==> config.mk <==
export PLATFORM = sky130hd
export DESIGN_NAME = clook_request_queue_top
export DESIGN_NICKNAME = d
export VERILOG_FILES = /design/src/rtl/core/crq_pkg.sv /design/src/rtl/core/crq_cell.sv /design/src/rtl/core/clook_request_queue_top.sv
export SDC_FILE = /design/constraint.sdc
export NUM_CORES = 2
export LEC_CHECK = 0
export ABC_AREA = 1
export BUFFER_PORTS_ARGS = -buffer_cell sky130_fd_sc_hd__buf_2
export CAP_MARGIN = 20
export CORE_MARGIN = 8
export CORE_UTILIZATION = 30
export DETAILED_ROUTE_END_ITERATION = 8
export SLEW_MARGIN = 30
export SYNTH_ARGS = -nofsm -noshare
export SYNTH_HDL_FRONTEND = slang
export SYNTH_SLANG_ARGS = --single-unit
==> constraint.sdc <==
create_clock -name clk_i -period 9.8 [get_ports clk_i]
set_clock_uncertainty 0.15 [all_clocks]
set_input_delay 1.47 -clock clk_i [delete_from_list [all_inputs] [get_ports clk_i]]
set_output_delay 1.47 -clock clk_i [all_outputs]
set_load 0.01 [all_outputs]
==> src/rtl/core/crq_pkg.sv <==
// Shared constants, payload types and cell control types for the C-LOOK request queue.
package crq_pkg;

  localparam int QueueDepth = 16;
  localparam int SectorBits = 48;
  localparam int TagBits    = 8;
  localparam int CountBits  = $clog2(QueueDepth + 1);

  // Result status codes.
  localparam logic [1:0] StAdded      = 2'd0;
  localparam logic [1:0] StFull       = 2'd1;
  localparam logic [1:0] StDispatched = 2'd2;
  localparam logic [1:0] StEmpty      = 2'd3;

  // Request type codes.
  localparam logic ReqAdd      = 1'b0;
  localparam logic ReqDispatch = 1'b1;

  typedef struct packed {
    logic                  req_type;
    logic [SectorBits-1:0] req_sector;
    logic                  req_write;
    logic [TagBits-1:0]    req_tag;
  } req_t;

  typedef struct packed {
    logic [1:0]            status;
    logic [SectorBits-1:0] out_sector;
    logic                  out_write;
    logic [TagBits-1:0]    out_tag;
  } res_t;

  typedef struct packed {
    logic [SectorBits-1:0] sector;
    logic                  write;
    logic [TagBits-1:0]    tag;
  } entry_t;

  // Broadcast control from the sequencer to every cell.
  typedef struct packed {
    logic                  cmp_en;
    logic                  add_en;
    logic                  pop_en;
    logic                  high;
    logic [SectorBits-1:0] head;
    entry_t                new_entry;
  } cell_ctrl_t;

endpackage

==> src/rtl/core/crq_cell.sv <==
// One queue slot: holds an entry, flags whether a new word belongs here, and shifts.
module crq_cell
  import crq_pkg::*;
(
  input  logic       clk_i,
  input  logic       rst_ni,
  input  cell_ctrl_t ctrl_i,
  input  logic       occupied_i,
  input  logic       at_end_i,
  input  logic       found_i,
  input  entry_t     left_i,
  input  entry_t     right_i,
  output logic       found_o,
  output entry_t     entry_o
);

  entry_t entry_q, entry_d;
  logic   match_q, match_d;
  logic   below;
  logic   fits;

  // Placement test against the stored sector.
  assign below = entry_q.sector < ctrl_i.head;
  assign fits  = ctrl_i.new_entry.sector <= entry_q.sector;

  always_comb begin
    match_d = match_q;
    if (ctrl_i.cmp_en) begin
      match_d = at_end_i ||
                (occupied_i && (ctrl_i.high ? (below || fits) : (below && fits)));
    end
  end

  // The first matching cell takes the new word; every cell after it shifts right.
  assign found_o = found_i | match_q;

  always_comb begin
    entry_d = entry_q;
    if (ctrl_i.add_en) begin
      if (found_i) begin
        entry_d = left_i;
      end else if (match_q) begin
        entry_d = ctrl_i.new_entry;
      end
    end else if (ctrl_i.pop_en) begin
      entry_d = right_i;
    end
  end

  always_ff @(posedge clk_i or negedge rst_ni) begin
    if (!rst_ni) begin
      match_q <= 1'b0;
    end else begin
      match_q <= match_d;
    end
  end

  always_ff @(posedge clk_i) begin
    entry_q <= entry_d;
  end

  assign entry_o = entry_q;

endmodule

==> src/rtl/core/clook_request_queue_top.sv <==
// Top level of the C-LOOK disk request queue: sequencer, head position and chain of slots.
//
// A word is accepted when start is high and busy is low. Every word, add or dispatch,
// is first latched; then every slot compares its sector with the new one and the
// head; then the slots shift and insert or pop.
// Busy stays high through the compare and apply steps, so no new word is taken until
// the previous one is through. The result appears on res_o for exactly one cycle, marked by
// result_valid_o, in the cycle busy falls; the receiver cannot hold it off. The queue
// holds sixteen entries; slot contents are undefined until written, and only occupied
// slots are ever read.
module clook_request_queue_top
  import crq_pkg::*;
(
  input  logic clk_i,
  input  logic rst_ni,
  input  logic start,
  input  req_t req_i,
  output logic busy,
  output logic result_valid_o,
  output res_t res_o
);

  typedef enum logic [1:0] {
    StIdle,
    StCompare,
    StApply
  } state_e;

  state_e                state_q, state_d;
  req_t                  cmd_q, cmd_d;
  logic [CountBits-1:0]  count_q, count_d;
  logic [SectorBits-1:0] head_q, head_d;
  res_t                  res_q, res_d;
  logic                  res_valid_q, res_valid_d;

  cell_ctrl_t ctrl;
  logic       is_full;
  logic       is_empty;
  entry_t     entry_w [QueueDepth];
  logic       found_w [QueueDepth+1];

  assign is_full  = count_q == CountBits'(QueueDepth);
  assign is_empty = count_q == '0;

  // Control broadcast to the slots.
  always_comb begin
    ctrl.cmp_en           = state_q == StCompare;
    ctrl.add_en           = (state_q == StApply) && (cmd_q.req_type == ReqAdd) && !is_full;
    ctrl.pop_en           = (state_q == StApply) && (cmd_q.req_type == ReqDispatch) &&
                            !is_empty;
    ctrl.high             = cmd_q.req_sector >= head_q;
    ctrl.head             = head_q;
    ctrl.new_entry.sector = cmd_q.req_sector;
    ctrl.new_entry.write  = cmd_q.req_write;
    ctrl.new_entry.tag    = cmd_q.req_tag;
  end

  // Chain of slots; the found flag ripples from the front toward the back.
  assign found_w[0] = 1'b0;

  for (genvar i = 0; i < QueueDepth; i++) begin : g_cell
    entry_t left;
    entry_t right;

    if (i == 0) begin : g_first
      assign left = '0;
    end else begin : g_inner_left
      assign left = entry_w[i-1];
    end

    if (i == QueueDepth - 1) begin : g_last
      assign right = '0;
    end else begin : g_inner_right
      assign right = entry_w[i+1];
    end

    crq_cell u_cell (
      .clk_i      (clk_i),
      .rst_ni     (rst_ni),
      .ctrl_i     (ctrl),
      .occupied_i (CountBits'(i) < count_q),
      .at_end_i   (CountBits'(i) == count_q),
      .found_i    (found_w[i]),
      .left_i     (left),
      .right_i    (right),
      .found_o    (found_w[i+1]),
      .entry_o    (entry_w[i])
    );
  end

  // Sequencer, counters and result register.
  always_comb begin
    state_d     = state_q;
    cmd_d       = cmd_q;
    count_d     = count_q;
    head_d      = head_q;
    res_d       = res_q;
    res_valid_d = 1'b0;
    unique case (state_q)
      StIdle: begin
        if (start) begin
          cmd_d   = req_i;
          state_d = StCompare;
        end
      end
      StCompare: begin
        state_d = StApply;
      end
      StApply: begin
        state_d     = StIdle;
        res_valid_d = 1'b1;
        res_d       = '0;
        if (cmd_q.req_type == ReqAdd) begin
          if (is_full) begin
            res_d.status = StFull;
          end else begin
            res_d.status = StAdded;
            count_d      = count_q + 1'b1;
          end
        end else begin
          if (is_empty) begin
            res_d.status = StEmpty;
          end else begin
            res_d.status     = StDispatched;
            res_d.out_sector = entry_w[0].sector;
            res_d.out_write  = entry_w[0].write;
            res_d.out_tag    = entry_w[0].tag;
            head_d           = entry_w[0].sector;
            count_d          = count_q - 1'b1;
          end
        end
      end
      default: begin
        state_d = StIdle;
      end
    endcase
  end

  always_ff @(posedge clk_i or negedge rst_ni) begin
    if (!rst_ni) begin
      state_q     <= StIdle;
      count_q     <= '0;
      head_q      <= '0;
      res_valid_q <= 1'b0;
    end else begin
      state_q     <= state_d;
      count_q     <= count_d;
      head_q      <= head_d;
      res_valid_q <= res_valid_d;
    end
  end

  always_ff @(posedge clk_i) begin
    cmd_q <= cmd_d;
    res_q <= res_d;
  end

  assign busy           = state_q != StIdle;
  assign result_valid_o = res_valid_q;
  assign res_o          = res_q;

endmodule
After elaboration in Yosys (flattened, before gate mapping)
Index checks and enable logic that the tools add are counted.
- add/subtract/negate cells: 2
- order comparisons: 49
- eq/ne operators: 37
- multiplexer cells: 88
- bitwise operators: 16
- reductions and logical operators: 94
- operators by type and width (operator ; number):
    57-bit two-way mux ; 63
    48-bit <= comparator ; 16
    48-bit less-than comparator ; 16
    48-bit greater-or-equal comparator ; 1
    3-bit by 1-bit != test with 1-bit output (second input constant) ; 15
    4-bit by 5-bit equality test with 1-bit output (first input constant) ; 8
    4-bit by 5-bit less-than comparator with 1-bit output (first input constant) ; 8
    1-bit logical AND ; 36
    2-bit AND reduction ; 17
    1-bit logical OR ; 32
    3-bit by 5-bit equality test with 1-bit output (first input constant) ; 4
    3-bit by 5-bit less-than comparator with 1-bit output (first input constant) ; 4
    1-bit two-way mux ; 19
    5-bit two-way mux ; 3
    1-bit OR ; 14
    2-bit by 5-bit equality test with 1-bit output (first input constant) ; 2
    1-bit by 5-bit less-than comparator with 1-bit output (first input constant) ; 2
    2-bit by 5-bit less-than comparator with 1-bit output (first input constant) ; 2
    2-bit != test (second input constant) ; 3
    3-bit AND reduction ; 2
    5-bit by 1-bit adder with 5-bit output (second input constant) ; 1
    1-bit by 5-bit equality test with 1-bit output (first input constant) ; 1
    5-bit equality test (second input constant) ; 1
    5-bit zero test ; 1
    other kinds (11) ; 15
- bits in registers: 1101
- bits of input ports: 61
- output and inout bits: 61
- word-level logic and storage cells: 362

Depth between registers and ports, before layout
- word-level depth: 16
- gate-level depth with buffers: 17
- depth with buffers taken out: 17

Cells and area by module
Synthesis repeated with hierarchy kept, for this count alone.
- cells, all modules: 12702
- area total of the unflattened synthesis: 95454.0 um^2
- modules (own cells, without submodules) (module ; times used ; cells an instance ; area an instance (um^2) ; seq. area each (um^2)):
    crq_cell (g_cell[0].u_cell ...) ; 15 ; 749 ; 5476.5 ; 1736.7
    clook_request_queue_top ; 1 ; 718 ; 7817.5 ; 4914.7
    crq_cell (g_cell[4].u_cell) ; 1 ; 749 ; 5489.0 ; 1736.7

Worst setup path after synthesis
Ideal clock, no wire load.
- path kind: reg-to-reg
- start: register state_q[1]
- end: register g_cell[9].u_cell.entry_q (netlist bit g_cell[9].u_cell.entry_o[0]) (enable)
- library setup time: 0.506 ns
- arrival: 6.906 ns
- required time: 9.144 ns
- slack: 2.238 ns
- cell stages (with the launch flop): 7
- buffers on the path: 0
- clock period less this slack: 7.562 ns
- path through: dfrtp_1 > inv_1 > nor2_1 > nand2_1 > nand2_1 > inv_1 > a31oi_1
- word-level cells in the longest chain between the ends: 5
- elaborated cells on any way between the ends: 8
- classes of those cells: eq/ne (2); reduce/logical (6)
- ends and longest elaborated chain (what ; RTL line ; source):
    start, declared ; clook_request_queue_top.sv:29 ; state_e state_q, state_d;
    start signal, assigned ; clook_request_queue_top.sv:141 ; state_q <= StIdle;
    start signal, assigned ; clook_request_queue_top.sv:146 ; state_q <= state_d;
    2-bit equality test (*) ; clook_request_queue_top.sv:48, clook_request_queue_top.sv:49 ;
    1-bit logical AND (on tied branches) (2 in series) ; clook_request_queue_top.sv:48, clook_request_queue_top.sv:49 ;
    3-bit by 1-bit != test with 1-bit output (no line) / 2-bit nonzero test (equally long branches) ; n/a ;
    2-bit AND reduction (no line) (*) ; n/a ;
    end signal, assigned ; crq_cell.sv:59 ; entry_q <= entry_d;
    end, declared ; crq_cell.sv:17 ; entry_t entry_q, entry_d;
Mark *: on every way between the ends. The rest lies on a longest branch, timed or not.
A chain may end at the register's enable or synchronous reset.

Final worst setup path
- start: register count_q[0]
- end: register g_cell[14].u_cell.entry_q (netlist bit g_cell[14].u_cell.entry_o[7]) (enable)
- word-level cells in the longest chain between the ends: 5
- elaborated cells on any way between the ends: 9
- classes of those cells: eq/ne (2); reduce/logical (7)
- ends and longest elaborated chain (what ; RTL line ; source):
    start, declared ; clook_request_queue_top.sv:31 ; logic [CountBits-1:0] count_q, count_d;
    start signal, assigned ; clook_request_queue_top.sv:147 ; count_q <= count_d;
    5-bit equality test / 5-bit zero test (equally long branches) ; clook_request_queue_top.sv:42, clook_request_queue_top.sv:43 ;
    1-bit zero test (on tied branches) ; clook_request_queue_top.sv:48, clook_request_queue_top.sv:50 ;
    1-bit logical AND (on tied branches) ; clook_request_queue_top.sv:48, clook_request_queue_top.sv:49 ;
    3-bit by 1-bit != test with 1-bit output (no line) / 2-bit nonzero test (equally long branches) ; n/a ;
    2-bit AND reduction (no line) (*) ; n/a ;
    end signal, assigned ; crq_cell.sv:59 ;
    end, declared ; crq_cell.sv:17 ;
Marked as above.

==> reports/metrics.cfg <==
[grt]
grt-ovfl-total = 0
grt_pass1_wl_um = 513300
grt_start_max_net_pins = 202
grt.total_usage_pct = 22.21
antenna_found_initial = 19
grt_pass1_vias = 74620

[worst_setup_path]
timing.rr.start = count_q[0]
crit_chain = inv_1, ha_1, nand3_1, nand3_4, inv_8, nand3_1, nor2_4, nand2_1, nand2_1, nand3_4, buf_4
cp_top_family = simple AND/OR/NAND/NOR gates
criticalPathCategory = reg -> reg
end_kind = flop
endpoint = g_cell[14].u_cell.entry_o[7]
arrival_ns = 6.29
path_buf_inv = 3
reg2reg_depth = 11
critPathRequiredTime_ns = 10.08
path_depth = 11
crit_start = count_q[0]
crit_fanout = 146
cpPeakStageDelay_ns = 0.92
r2r_setup_slack_ns = 3.79
crit_path_top_delay_cell = inv_8
startpoint_type = flop
r2r_end = g_cell[14].u_cell.entry_o[7]

[sta]
setup_violations = 0
worst_slew_pin_slew_ns = 1.057
setup_tns_ns = 0
fin_crit_ns = 6.014
setup_ws_ns = 3.786
finalHoldViolations = 0
slew_headroom_pct = 28.97
finalCritPeriodShare_pct = 61.36
rsz0062_at_grt = no
fmax_mhz = 166.3
slew_violations = 0
holdWs_ns = 0.3327

[placed_design]
dp_slack_ns = 3.955
postPlaceCellArea_um2 = 93930
numPortBuffers = 121
dp_cells = 14430
dp_hpwl_um = 256600
gp_congestion = 1.005

[synthesis]
async_reset_ff_share_pct = 6.540
ys_warn_count = 0
synth.largest_area_cell = edfxtp_1
synthesis.area_um2 = 88340
synth_top_area_share_pct = 34.98
synthCells = 10590
synth_nets = 12220
synth_area_leaders = edfxtp_1 (35%), ha_1 (22%), nand2_1 (11%)
synth_flop_cell = edfxtp_1
synth_cell_type_count = 40
synthTopCellsByCount = nand2_1 (2528), ha_1 (1573), inv_1 (1383)
synth_edf_count = 1029
syn_avg_cell_area_um2 = 8.342
yosysMostFrequentCell = nand2_1
ys_seq_area_share_pct = 37.02
ys_ff_latch = 1101

[worst_hold_path]
hold_class = reg -> reg

[routing]
first_iter_violations = 9344
routed_wl_um = 360000
antenna_left = 0
wl_per_cell_um = 24.48
first_pass_iters = 6
via_per_inst = 5.439
drc = 0
vias = 79980

[run]
maxCapViolCount = 0

[cells_and_area]
area_growth_pct = 11.57
final_area_um2 = 98560
utilization_pct = 33.57
layoutNonFillerInstCount = 14700
final_layout_size_suffix_gt1_share_pct = 5.058
finalNetCount = 12300

[clocking]
clk_latency_ns = 0.82
ctsHoldBuffers = 0
clock-sinks = 1101
h-tree-depth = 4
cts_tree = built
cts_buffer_depth = 3
postCtsResizedCells = 0
cts_root_buf = clkbuf_16
clkTransAtPathRegs_ns = 0.06
cts_setup_buffers = 0
numCtsBuffers = 143

[pwr]
p_leak_nw = 43.98
power_mw = 22.57
powerDensity_nw_per_um2 = 229.1
ir_worst_vdd_v = 0.0001480

[floorplan]
design.core.area_um2 = 293600
die_w_um = 558.6
die-area_um2 = 312100
rows = 199
die_y_um = 558.6
top_level_ports = 122
initial_core_util_pct = 30.09

[outcome]
outcome = completed

## worst min-delay path by stage
stage	startpoint	to	slack, ns	cells after the start
final	head_q[12]	head_q[12]	0.33	2
after global routing	head_q[35]	head_q[35]	0.35	2
after CTS	head_q[34]	head_q[34]	0.34	2
after detailed placement	head_q[6]	head_q[6]	0.32	2
after global placement	head_q[34]	head_q[34]	0.31	2
after floorplan	head_q[10]	head_q[10]	0.30	2
## worst register-to-register path, cell delays in order, from the launching register on
cell and delay (ns):
dfrtp_1 0.52, inv_1 0.19, ha_1 0.28, nand3_1 0.24
nand3_4 0.66, inv_8 0.93, nand3_1 0.85, nor2_4 0.28
nand2_1 0.07, nand2_1 0.30, nand3_4 0.49, buf_4 0.59
## area by class of cell
class	count	area, µm²
clock buffer	185	3849
tap	3919	4903
sequential	1101	32700
inverter	1392	5250
antenna	9	22.52
multi-input combinational	7730	49210
fill	30670	195000
timing repair buffer	293	2029
clock inverter	75	588.1
## where the power goes
part | switching (mW) | total [mW] | internal, mW
Sequential | 0.670 | 6.95 | 6.28
Combinational | 7.11 | 10.4 | 3.28
Clock | 2.32 | 5.23 | 2.91
Total | 10.1 | 22.6 | 12.5
## kinds of logic (layout without fill, tap and decap cells)
| group | count (synthesis) | count (layout) | synth area share [%] |
|---|---|---|---|
| simple gates | 3763 | 3763 | 17.05 |
| compound gates | 2389 | 2389 | 16.05 |
| buf+inv | 1758 | 1945 | 7.554 |
| fa+ha+maj | 1573 | 1573 | 22.28 |
| flops | 1101 | 1101 | 37.02 |
| xor+xnor | 5 | 5 | 0.04957 |
| other cells | 0 | 9 | 0 |
## per-layer routing
layer  global-route usage (%)  vias to the layer above  routed length, µm
li1                         -                    37180                  -
met1                    29.73                    37910             148900
met2                    33.03                     4145             149100
met3                    5.598                      732              40520
met4                    11.44                       14              21460
met5                        0                        -                 89
## flip-flops by register name, summed over array words and instances, names as in the netlist
register / cells
g_cell.u_cell.entry_o: 912
cmd_q: 58
state_q: 2
head_q: 48
result_valid_o: 1
count_q: 5
g_cell.u_cell.match_q: 16
res_o: 59
## cell usage in the layout, fill, tap and decap left out, types with 14 or more instances in the layout
cell       Yosys  final
clkinv_1       7     32
inv_1       1383   1372
nor2_4         4     14
a31oi_1       36     34
o221ai_1     304    304
dfrtp_1       72     72
ha_1        1573   1573
nor3_1        37     37
clkbuf_1     281     33
o21ai_0      738    738
o21a_1        91     91
clkinv_2       0     29
a22oi_1      120    120
buf_2         29    120
a21o_1        22     22
edfxtp_1    1029   1029
nand2_1     2528   2519
o211ai_1     145    145
a21oi_1      876    872
clkbuf_16      0    145
buf_4         10    163
nor2_1       677    667
nand3_1      367    364
o22ai_1       48     48
nand4_1      123    123
(Power assumes the default switching activity.)
